[src/rtl/dps_pkg.sv]
// ----------------------------------------------------------------------------
// dps_pkg
// Shared types, opcodes, branch conditions and the microcode ROM of the
// divisor power sum engine.
// ----------------------------------------------------------------------------
package dps_pkg;

   localparam int UPC_BITS = 4;
   typedef logic [UPC_BITS-1:0] upc_type;

   // Datapath operations
   typedef logic [3:0] op_type;
   localparam op_type OP_NOP      = 4'd0;
   localparam op_type OP_LOAD     = 4'd1;
   localparam op_type OP_DIV_INIT = 4'd2;
   localparam op_type OP_DIV_STEP = 4'd3;
   localparam op_type OP_POW_INIT = 4'd4;
   localparam op_type OP_MUL_LO   = 4'd5;
   localparam op_type OP_MUL_HI   = 4'd6;
   localparam op_type OP_MUL_CHK  = 4'd7;
   localparam op_type OP_ADD      = 4'd8;
   localparam op_type OP_INC      = 4'd9;
   localparam op_type OP_EMIT     = 4'd10;

   // Branch conditions
   typedef logic [3:0] cond_type;
   localparam cond_type C_NEVER    = 4'd0;
   localparam cond_type C_ALWAYS   = 4'd1;
   localparam cond_type C_NO_REQ   = 4'd2;
   localparam cond_type C_N_ZERO   = 4'd3;
   localparam cond_type C_DIV_MORE = 4'd4;
   localparam cond_type C_SKIP     = 4'd5;
   localparam cond_type C_E_ZERO   = 4'd6;
   localparam cond_type C_POW_OVER = 4'd7;
   localparam cond_type C_D_LAST   = 4'd8;
   localparam cond_type C_OUT_BUSY = 4'd9;

   // Microprogram addresses
   localparam upc_type UA_WAIT  = 4'd0;
   localparam upc_type UA_CHKZ  = 4'd1;
   localparam upc_type UA_DIVI  = 4'd2;
   localparam upc_type UA_DIVS  = 4'd3;
   localparam upc_type UA_TEST  = 4'd4;
   localparam upc_type UA_POWI  = 4'd5;
   localparam upc_type UA_POWT  = 4'd6;
   localparam upc_type UA_MULL  = 4'd7;
   localparam upc_type UA_MULH  = 4'd8;
   localparam upc_type UA_MULC  = 4'd9;
   localparam upc_type UA_LOOP  = 4'd10;
   localparam upc_type UA_ADD   = 4'd11;
   localparam upc_type UA_NEXT  = 4'd12;
   localparam upc_type UA_AGAIN = 4'd13;
   localparam upc_type UA_EMIT  = 4'd14;
   localparam upc_type UA_RET   = 4'd15;

   typedef struct packed {
      op_type   op;
      cond_type cond;
      upc_type  target;
   } uword_type;

   // Datapath flags seen by the branch logic
   typedef struct packed {
      logic n_zero;
      logic div_more;
      logic skip;
      logic e_zero;
      logic pow_over;
      logic d_last;
      logic out_busy;
   } dstat_type;

   function automatic uword_type ucode_rom(input upc_type pc);
      uword_type w;
      case (pc)
         UA_WAIT:  w = '{OP_LOAD,     C_NO_REQ,   UA_WAIT};
         UA_CHKZ:  w = '{OP_NOP,      C_N_ZERO,   UA_EMIT};
         UA_DIVI:  w = '{OP_DIV_INIT, C_NEVER,    UA_WAIT};
         UA_DIVS:  w = '{OP_DIV_STEP, C_DIV_MORE, UA_DIVS};
         UA_TEST:  w = '{OP_NOP,      C_SKIP,     UA_NEXT};
         UA_POWI:  w = '{OP_POW_INIT, C_NEVER,    UA_WAIT};
         UA_POWT:  w = '{OP_NOP,      C_E_ZERO,   UA_ADD};
         UA_MULL:  w = '{OP_MUL_LO,   C_NEVER,    UA_WAIT};
         UA_MULH:  w = '{OP_MUL_HI,   C_NEVER,    UA_WAIT};
         UA_MULC:  w = '{OP_MUL_CHK,  C_POW_OVER, UA_NEXT};
         UA_LOOP:  w = '{OP_NOP,      C_ALWAYS,   UA_POWT};
         UA_ADD:   w = '{OP_ADD,      C_NEVER,    UA_WAIT};
         UA_NEXT:  w = '{OP_INC,      C_D_LAST,   UA_EMIT};
         UA_AGAIN: w = '{OP_NOP,      C_ALWAYS,   UA_DIVI};
         UA_EMIT:  w = '{OP_EMIT,     C_OUT_BUSY, UA_EMIT};
         UA_RET:   w = '{OP_NOP,      C_ALWAYS,   UA_WAIT};
         default:  w = '{OP_NOP,      C_ALWAYS,   UA_WAIT};
      endcase
      return w;
   endfunction

endpackage

[src/rtl/dps_sequencer.sv]
// ----------------------------------------------------------------------------
// dps_sequencer
// Microprogram counter, ROM fetch and conditional branch selection.
// ----------------------------------------------------------------------------
module dps_sequencer
   import dps_pkg::*;
(
   input  logic      clock,
   input  logic      reset,
   input  logic      req_valid,
   input  dstat_type dstat,
   output op_type    op,
   output logic      req_ready
);

   upc_type   pc_ff;
   upc_type   pc_in;
   uword_type uword;
   logic      taken;

   assign uword     = ucode_rom(pc_ff);
   assign op        = uword.op;
   assign req_ready = (uword.op == OP_LOAD);

   always_comb begin
      case (uword.cond)
         C_NEVER:    taken = 1'b0;
         C_ALWAYS:   taken = 1'b1;
         C_NO_REQ:   taken = !req_valid;
         C_N_ZERO:   taken = dstat.n_zero;
         C_DIV_MORE: taken = dstat.div_more;
         C_SKIP:     taken = dstat.skip;
         C_E_ZERO:   taken = dstat.e_zero;
         C_POW_OVER: taken = dstat.pow_over;
         C_D_LAST:   taken = dstat.d_last;
         C_OUT_BUSY: taken = dstat.out_busy;
         default:    taken = 1'b1;
      endcase
      pc_in = taken ? uword.target : pc_ff + upc_type'(1);
   end

   always_ff @(posedge clock) begin
      if (reset) begin
         pc_ff <= UA_WAIT;
      end else begin
         pc_ff <= pc_in;
      end
   end

endmodule

[src/rtl/dps_datapath.sv]
// ----------------------------------------------------------------------------
// dps_datapath
// Working registers, restoring remainder step, split power multiply,
// saturating accumulator and the result register.
// ----------------------------------------------------------------------------
module dps_datapath
   import dps_pkg::*;
#(
   parameter int NUMBER_BITS = 16,
   parameter int SUM_BITS    = 63
) (
   input  logic                   clock,
   input  logic                   reset,
   input  op_type                 op,
   input  logic                   req_valid,
   input  logic                   req_ready,
   input  logic [NUMBER_BITS-1:0] req_number,
   input  logic [2:0]             exponent,
   input  logic                   rsp_ready,
   output logic                   rsp_valid,
   output logic [SUM_BITS-1:0]    rsp_power_sum,
   output logic                   rsp_overflowed,
   output dstat_type              dstat
);

   localparam int CNT_W  = $clog2(NUMBER_BITS);
   localparam int HALF_W = 32 + NUMBER_BITS;
   localparam int PROD_W = 64 + NUMBER_BITS + 1;
   localparam logic [SUM_BITS-1:0] LIM = {SUM_BITS{1'b1}};
   // A full 64-bit sum still reports only its low 63 bits
   localparam logic [SUM_BITS-1:0] OUT_MASK = (SUM_BITS == 64) ? (LIM >> 1) : LIM;

   logic [NUMBER_BITS-1:0] n_ff, n_in;
   logic [NUMBER_BITS-1:0] d_ff, d_in;
   logic [NUMBER_BITS-1:0] rem_ff, rem_in;
   logic [NUMBER_BITS-1:0] div_ff, div_in;
   logic [CNT_W-1:0]       cnt_ff, cnt_in;
   logic [SUM_BITS-1:0]    p_ff, p_in;
   logic [2:0]             e_ff, e_in;
   logic [HALF_W-1:0]      lo_ff, lo_in;
   logic [HALF_W-1:0]      hi_ff, hi_in;
   logic [SUM_BITS-1:0]    acc_ff, acc_in;
   logic                   sat_ff, sat_in;
   logic                   rsp_valid_ff, rsp_valid_in;
   logic [SUM_BITS-1:0]    rsp_sum_ff, rsp_sum_in;
   logic                   rsp_ovf_ff, rsp_ovf_in;

   logic [NUMBER_BITS:0]   rem_sh;
   logic [63:0]            p_ext;
   logic [PROD_W-1:0]      prod;
   logic                   prod_over;
   logic [SUM_BITS:0]      add_sum;
   logic                   out_busy;

   assign rem_sh    = {rem_ff, div_ff[NUMBER_BITS-1]};
   assign p_ext     = 64'(p_ff);
   assign prod      = (PROD_W'(hi_ff) << 32) + PROD_W'(lo_ff);
   assign prod_over = |prod[PROD_W-1:SUM_BITS];
   assign add_sum   = {1'b0, acc_ff} + {1'b0, p_ff};
   assign out_busy  = rsp_valid_ff && !rsp_ready;

   assign dstat.n_zero   = (n_ff == '0);
   assign dstat.div_more = (cnt_ff != '0);
   assign dstat.skip     = (rem_ff != '0) || sat_ff;
   assign dstat.e_zero   = (e_ff == '0);
   assign dstat.pow_over = prod_over;
   assign dstat.d_last   = (d_ff == n_ff);
   assign dstat.out_busy = out_busy;

   always_comb begin
      n_in       = n_ff;
      d_in       = d_ff;
      rem_in     = rem_ff;
      div_in     = div_ff;
      cnt_in     = cnt_ff;
      p_in       = p_ff;
      e_in       = e_ff;
      lo_in      = lo_ff;
      hi_in      = hi_ff;
      acc_in     = acc_ff;
      sat_in     = sat_ff;
      rsp_sum_in = rsp_sum_ff;
      rsp_ovf_in = rsp_ovf_ff;
      rsp_valid_in = rsp_valid_ff && !rsp_ready;
      case (op)
         OP_LOAD: begin
            if (req_valid && req_ready) begin
               n_in   = req_number;
               d_in   = NUMBER_BITS'(1);
               acc_in = '0;
               sat_in = 1'b0;
            end
         end
         OP_DIV_INIT: begin
            rem_in = '0;
            div_in = n_ff;
            cnt_in = CNT_W'(NUMBER_BITS - 1);
         end
         OP_DIV_STEP: begin
            // restoring step: shift in the next dividend bit, subtract if it fits
            if (rem_sh >= {1'b0, d_ff}) begin
               rem_in = NUMBER_BITS'(rem_sh - {1'b0, d_ff});
            end else begin
               rem_in = rem_sh[NUMBER_BITS-1:0];
            end
            div_in = div_ff << 1;
            cnt_in = cnt_ff - CNT_W'(1);
         end
         OP_POW_INIT: begin
            p_in = SUM_BITS'(1);
            e_in = exponent;
         end
         OP_MUL_LO: begin
            lo_in = HALF_W'(p_ext[31:0]) * HALF_W'(d_ff);
         end
         OP_MUL_HI: begin
            hi_in = HALF_W'(p_ext[63:32]) * HALF_W'(d_ff);
         end
         OP_MUL_CHK: begin
            if (prod_over) begin
               acc_in = LIM;
               sat_in = 1'b1;
            end else begin
               p_in = prod[SUM_BITS-1:0];
               e_in = e_ff - 3'd1;
            end
         end
         OP_ADD: begin
            if (add_sum[SUM_BITS]) begin
               acc_in = LIM;
               sat_in = 1'b1;
            end else begin
               acc_in = add_sum[SUM_BITS-1:0];
            end
         end
         OP_INC: begin
            d_in = d_ff + NUMBER_BITS'(1);
         end
         OP_EMIT: begin
            // hold the result until the previous one is transferred
            if (!out_busy) begin
               rsp_valid_in = 1'b1;
               rsp_sum_in   = acc_ff & OUT_MASK;
               rsp_ovf_in   = sat_ff;
            end
         end
         default: begin
         end
      endcase
   end

   always_ff @(posedge clock) begin
      if (reset) begin
         rsp_valid_ff <= 1'b0;
      end else begin
         rsp_valid_ff <= rsp_valid_in;
      end
   end

   always_ff @(posedge clock) begin
      n_ff       <= n_in;
      d_ff       <= d_in;
      rem_ff     <= rem_in;
      div_ff     <= div_in;
      cnt_ff     <= cnt_in;
      p_ff       <= p_in;
      e_ff       <= e_in;
      lo_ff      <= lo_in;
      hi_ff      <= hi_in;
      acc_ff     <= acc_in;
      sat_ff     <= sat_in;
      rsp_sum_ff <= rsp_sum_in;
      rsp_ovf_ff <= rsp_ovf_in;
   end

   assign rsp_valid      = rsp_valid_ff;
   assign rsp_power_sum  = rsp_sum_ff;
   assign rsp_overflowed = rsp_ovf_ff;

endmodule

[src/rtl/divisor_power_sum.sv]
// ----------------------------------------------------------------------------
// divisor_power_sum
// Divisor sigma engine: power_sum = sum of d^exponent over all divisors d
// of number, saturating at the largest SUM_BITS-bit value.
// ----------------------------------------------------------------------------
// Usage:
//   req_*  : one number per transfer; taken only while the engine is idle.
//   rsp_*  : one result per number, held in an output register until taken.
//   csr_*  : exponent write (3 bits), always ready; write while idle.
// Exponent zero counts the divisors; number zero returns zero.
// Overflow saturates power_sum at its maximum and sets rsp_overflowed.
// The engine runs a microcoded loop over candidates d = 1..n, each needing
// a bit-serial restoring remainder over the NUMBER_BITS dividend bits;
// each divisor d is then raised to the exponent by repeated multiplication
// before it is added. Number zero skips the loop.
// A result that is not taken stalls the engine at its final step; the next
// number is accepted once that result is parked in the output register.
// Reset clears the sequencer, drops any pending result and sets exponent 0.
// ----------------------------------------------------------------------------
module divisor_power_sum
   import dps_pkg::*;
#(
   parameter int NUMBER_BITS = 16,
   parameter int SUM_BITS    = 63
) (
   input  logic                   clock,
   input  logic                   reset,
   input  logic                   req_valid,
   output logic                   req_ready,
   input  logic [NUMBER_BITS-1:0] req_number,
   output logic                   rsp_valid,
   input  logic                   rsp_ready,
   output logic [SUM_BITS-1:0]    rsp_power_sum,
   output logic                   rsp_overflowed,
   input  logic                   csr_valid,
   output logic                   csr_ready,
   input  logic [2:0]             csr_exponent
);

   logic [2:0] exponent_ff;
   op_type     op;
   dstat_type  dstat;

   assign csr_ready = 1'b1;

   always_ff @(posedge clock) begin
      if (reset) begin
         exponent_ff <= 3'd0;
      end else if (csr_valid && csr_ready) begin
         exponent_ff <= csr_exponent;
      end
   end

   dps_sequencer u_sequencer (
      .clock     (clock),
      .reset     (reset),
      .req_valid (req_valid),
      .dstat     (dstat),
      .op        (op),
      .req_ready (req_ready)
   );

   dps_datapath #(
      .NUMBER_BITS (NUMBER_BITS),
      .SUM_BITS    (SUM_BITS)
   ) u_datapath (
      .clock          (clock),
      .reset          (reset),
      .op             (op),
      .req_valid      (req_valid),
      .req_ready      (req_ready),
      .req_number     (req_number),
      .exponent       (exponent_ff),
      .rsp_ready      (rsp_ready),
      .rsp_valid      (rsp_valid),
      .rsp_power_sum  (rsp_power_sum),
      .rsp_overflowed (rsp_overflowed),
      .dstat          (dstat)
   );

endmodule

[config.mk]
export PLATFORM = sky130hd
export DESIGN_NAME = divisor_power_sum
export DESIGN_NICKNAME = d
export VERILOG_FILES = /design/src/rtl/dps_pkg.sv /design/src/rtl/dps_sequencer.sv /design/src/rtl/dps_datapath.sv /design/src/rtl/divisor_power_sum.sv
export SDC_FILE = /design/constraint.sdc
export NUM_CORES = 2
export LEC_CHECK = 0
export ABC_AREA = 1
export BUFFER_PORTS_ARGS = -buffer_cell sky130_fd_sc_hd__buf_4
export CORE_UTILIZATION = 40
export CTS_BUF_LIST = sky130_fd_sc_hd__clkbuf_16
export CTS_CLUSTER_DIAMETER = 60
export DETAILED_ROUTE_END_ITERATION = 6
export PLACE_DENSITY = 0.54
export SLEW_MARGIN = 40
export SYNTH_ARGS = -nofsm -noshare
export SYNTH_HDL_FRONTEND = slang
export SYNTH_SLANG_ARGS = --single-unit
[constraint.sdc]
create_clock -name clock -period 12.75 [get_ports clock]
set_input_delay 0.6375 -clock clock [delete_from_list [all_inputs] [get_ports clock]]
set_output_delay 0.6375 -clock clock [all_outputs]
set_load 0.01 [all_outputs]
; After elaboration in Yosys (flattened, before gate mapping)
; Memory sizes are Yosys's and may differ from the RTL's. A register that Yosys moved wholly into a read port is not among the register bits.
; Cells that the tools add are included.
[word_totals]
latch_bits = 0
ff_bits = 366
ram_bits = 0
mem_bits_ro = 192
output_inout_bits = 67
word_cells = 94
memories = 1
in_bits = 24
[memory_table]
columns = memory, depth, width, rd, rd_clocked_by_memory_dff, write_ports, line
row1 = (name not given), 16, 12, 1, 1, 0, dps_pkg.sv:75  ; case (pc)
[classes]
div = 0
reduce_logical = 21
n_eq_ne = 23
muxes = 22
shifts = 0
n_lt_le_gt_ge = 1
n_bitwise = 1
n_addsub = 7
mul = 2
[ops]
columns = operator, n
row1 = 2-to-1 mux 63 bit, 4
row2 = one-hot mux 63 bit (3 select lines), 1
row3 = one-hot mux 63 bit (2 select lines), 1
row4 = one-hot mux 16 bit (2 select lines), 3
row5 = adder 80 x 48 -> 81 bit, 1
row6 = adder 63 x 63 -> 64 bit, 1
row7 = multiplier 32 x 16 -> 48 bit, 1
row8 = multiplier 31 x 16 -> 47 bit, 1
row9 = == test 4 x 3 -> 1 bit (second input constant), 8
row10 = 2-to-1 mux 16 bit, 2
row11 = == test 4 bit (second input constant), 5
row12 = OR reduction 18 bit, 1
row13 = greater-or-equal comparator 17 x 16 -> 1 bit, 1
row14 = adder 16 x 1 -> 16 bit (second input constant), 1
row15 = == test 16 bit, 1
row16 = == test 4 x 2 -> 1 bit (second input constant), 4
row17 = logical NOT 16 bit, 1
row18 = nonzero test 16 bit, 1
row19 = subtractor 16 bit, 1
row20 = one-hot mux 1 bit (9 select lines), 1
row21 = 2-to-1 mux 4 bit, 2
row22 = one-hot mux 4 bit (2 select lines), 1
row23 = AND reduction 2 bit, 4
row24 = one-hot mux 3 bit (2 select lines), 1
row25 = 20 further kinds, 29

; Longest topological paths before layout
[depth]
ltp_word = 5
mapped_depth = 33
ltp_nobuf = 31

; Cells and area by module
; Synthesis repeated with hierarchy kept, for this count alone.
[unflattened]
hier_cells = 6910
hier_area_um2 = 55111.6
[modules_own_cells]
columns = module, n_inst, area_per_inst_um2, cells_each
row1 = dps_datapath, 1, 53996.8, 6754
row2 = dps_sequencer, 1, 983.4, 135
row3 = divisor_power_sum, 1, 131.4, 21

; Worst setup path after synthesis
; No wires, ideal clock.
[synth_path]
path_type = register -> register
from = reg u_datapath.d_ff[1]
to = reg u_datapath.hi_ff[42], data pin
arrival_ps = 5975
slack_ps = 6523
synth_period_minus_slack_ps = 6227
n_path_buf = 2
path_stages_with_launch = 26
cell_sequence = edfxtp_1 -> clkbuf_1 -> clkbuf_1 -> nand2_1 -> fa_1 -> fa_1 -> fa_1 -> fa_1 -> inv_1 -> fa_1 -> inv_1 -> fa_1 -> inv_1 -> ha_1 -> a21oi_1 -> nand2_1 -> nand3_1 -> nand2_1 -> a21boi_0 -> o21ai_0 -> a21oi_1 -> o21ai_0 -> a21oi_1 -> inv_1 -> nand2_1 -> nand2_1
[synth_between]
elab_chain_len = 1
[synth_lines]
columns = element, line
row1 = start: declaration, dps_datapath.sv:34  ; logic [NUMBER_BITS-1:0] d_ff, d_in;
row2 = start signal: assignment, dps_datapath.sv:162  ; d_ff <= d_in;
row3 = multiplier 31 x 16 -> 47 bit, dps_datapath.sv:117  ; hi_in = HALF_W'(p_ext[63:32]) * HALF_W'(d_ff);
row4 = end signal: assignment, dps_datapath.sv:169  ; hi_ff <= hi_in;
row5 = end: declaration, dps_datapath.sv:41  ; logic [HALF_W-1:0] hi_ff, hi_in;
; No other way between the ends.
; A chain may end at the register's enable or synchronous reset.

; Worst setup path after layout
[layout_path]
from = reg u_datapath.d_ff[8]
to = reg u_datapath.hi_ff[44], data pin
; The elaborated chain is that of the path after synthesis.

==> metrics.txt <==
crit end category=flip-flop; Core Area=around 130000 sq um; number of synthesized flops with an enable pin=between 300 and 400; count leader, synth=nand2_1; GP Congestion=roughly 0.9; Max-cap violations=0; CTS tree=done; Setup Buffers After CTS=0; Synth Register Bits=about 380; RSZ-0062 raised after global routing=false; Slew headroom=0.373; Max Fanout on Critical Path=53; yosys warns=0; crit start category=flip-flop; Mapped Area=53200 sq um; total grt overflow=0; clock-pin slew on the worst setup and hold paths=0.06 ns; clock skew=between 0.06 and 0.07 ns; fill count=roughly 13000; Max Freq=approximately 130 MHz; Worst Path Arrival=7.81 ns; initial detailed-routing violation count=about 3300; final worst-path cycle share=0.583; Initial Util=0.404; Synth top area share=0.311; Post-Syn Instances=~6500; Final Hold Fails=0; antenna violations before repair=0; first-pass GRT wire length=246000 microns; Worst Path Required=~13 ns; later-pin clock latency in the skew report=slightly below 0.7 ns; net count after synthesis=between 7000 and 8000; worst min path class=in -> reg; Post-CTS Hold Buffers=0; Synth Area per Inst=approximately 8.1 sq um; antenna-violating nets left=0; largest area contributor in the synthesized netlist=fa_1; total track usage=0.233; CTS Sinks=377; vias in the first global route=about 43000; die width=about 370 microns; total negative slack=0 ns; DR vias=just over 40000; run status=finished clean; ys flop type=edfxtp_1; post-cts resize count=0; n_diodes=0; Seq/Total Area, Yosys=0.209; # H-tree levels=2; FP Rows=~130; Vias per Instance=approximately 5.0; I/O Buffers=89; Remaining DRCs=0; drt pass-1 iters=6; I/O Pins=between 90 and 100; maximum root-to-sink buffer count=3; Yosys cell types=58; nets@finish=slightly below 8000; CTS root buf=clkbuf_16; setup violators final=0; area grow syn2layout=8.72%; dominant cells by area after synthesis=fa_1 31%, edfxtp_1 20%, nand2_1 12%; layout cells sized above 1=0.0502; die height=around 370 microns; CTS Buf Count=52; fin crit period=~7.4 ns; Final HPWL DP=approximately 120000 microns; Final Routed Wirelength=~150000 microns; largest net degree at the start of global routing=65; Max Transition Viols Final=0; CP Class=reg -> reg; average wire per standard cell=approximately 18 microns; Worst Tran Pin Value=0.941 ns; most frequent cells after synthesis=1660 x nand2_1, 1638 x inv_1, 825 x fa_1; Synth async-reset ratio=0; die area=about 130000 sq um
==> cell type report <==
| class | count | area, sq um | share of cell area |
|---|---|---|---|
| Clock buffer | 52 | 1300 | 0.0225 |
| Clock inverter | 46 | 443 | 0.00766 |
| Inverter | 1651 | 6200 | 0.107 |
| Multi-Input combinational cell | 4241 | 34900 | 0.604 |
| Sequential cell | 377 | 11100 | 0.192 |
| Tap cell | 1755 | 2200 | 0.0380 |
| Timing Repair Buffer | 187 | 1650 | 0.0285 |
==> worst paths after layout <==
check                        startpoint                           end  slack [ns]  cells past startpoint
setup / recovery     u_datapath.d_ff[8]          u_datapath.hi_ff[44]        5.32                     24
hold / removal           req_number[10]           u_datapath.n_ff[10]        0.13                      1
setup reg to reg     u_datapath.d_ff[8]          u_datapath.hi_ff[44]        5.32                     24
hold reg to reg   u_datapath.acc_ff[55]  u_datapath.rsp_power_sum[55]        0.47                      0
==> kinds of logic after synthesis <==
logic type / Yosys count / share of synthesized area
adder cells (fa/ha/maj): 1169 / 0.391
XOR/XNOR: 169 / 0.0278
AND/OR/NAND/NOR: 2241 / 0.168
buffers and inverters: 1919 / 0.136
flip-flops: 377 / 0.209
other: 1 / 0.0000705
AO/OA/AOI/OAI: 661 / 0.0675
==> critical path, cell delays in order, from the launching register on <==
cell	delay (ns)
edfxtp_1	0.79
buf_4	0.69
nand2_1	0.16
fa_1	0.54
inv_1	0.05
fa_1	0.49
inv_1	0.05
fa_1	0.54
inv_1	0.05
fa_1	0.47
fa_1	0.50
inv_1	0.06
fa_1	0.48
inv_1	0.05
ha_1	0.35
nand2_1	0.11
o21ai_0	0.16
a21oi_1	0.11
o21ai_0	0.36
a21oi_1	0.17
o21ai_0	0.31
nand2_1	0.09
nand2_1	0.15
a21oi_1	0.10
xor2_1	0.16
==> cells in the final DEF (no fill, tap or decap), types with 5 or more instances in the layout <==
cell and count:
nor3_1 32, o211ai_1 8, nand3_1 93, a21oi_1 351, buf_8 8, inv_2 12, a21boi_0 9, nand3b_1 10
nand2_1 1659, buf_4 137, fa_1 825, inv_8 5, dfxtp_1 20, nand4_1 30, nor2_4 8, inv_1 1646
nand2_4 5, clkinv_1 8, edfxtp_1 357, buf_6 39, a31oi_1 35, xnor2_1 86, o21bai_1 8, xor2_1 83
nand2_2 5, nor4_1 18, a21o_1 14, ha_1 344, o21a_1 19, a221oi_1 6, clkinvlp_4 7, clkinv_2 5
clkbuf_16 52, nor2_1 346, nor2_2 16, o21ai_0 185
==> registers in the layout, summed over array words and instances (netlist names) <==
signal,flops
exponent_ff,3
u_sequencer.pc_ff,4
u_sequencer.uword,12
u_datapath.d_ff,16
u_datapath.div_ff,16
u_datapath.lo_ff,48
u_datapath.hi_ff,47
u_datapath.rsp_power_sum,63
u_datapath.n_ff,16
u_datapath.p_ff,63
u_datapath.sat_ff,1
u_datapath.acc_ff,63
u_datapath.e_ff,3
u_datapath.cnt_ff,4
u_datapath.rsp_valid,1
u_datapath.rem_ff,16
u_datapath.rsp_overflowed,1
==> metrics by stage <==
| stage | std cells | area, sq um | hold slack [ns] | utilization | setup WS (ns) |
|---|---|---|---|---|---|
| final | 8309 | 57800 | 0.127 | 0.439 | 5.32 |
| after global placement | 8169 | 55500 | 0.453 | 0.422 | 5.46 |
| after global routing | 8309 | 57800 | 0.0944 | 0.439 | 4.86 |
| after CTS | 8297 | 57700 | 0.0892 | 0.438 | 5.36 |
| after floorplan | 6537 | 53200 | 0.427 | - | 6.52 |
| after detailed placement | 8199 | 55900 | 0.460 | 0.425 | 5.42 |
==> per-layer routing <==
layer / up-vias / global-route usage / routed length [microns]
met5: - / 0 / 0
met4: 0 / 0.0532 / 3310
met3: 174 / 0.0250 / 9970
met2: 1269 / 0.359 / 66900
met1: 20600 / 0.351 / 72500
li1: 19500 / - / -
Power is not shown: default switching activity piles up to over one toggle a cycle in this logic, so the estimate is an artifact.
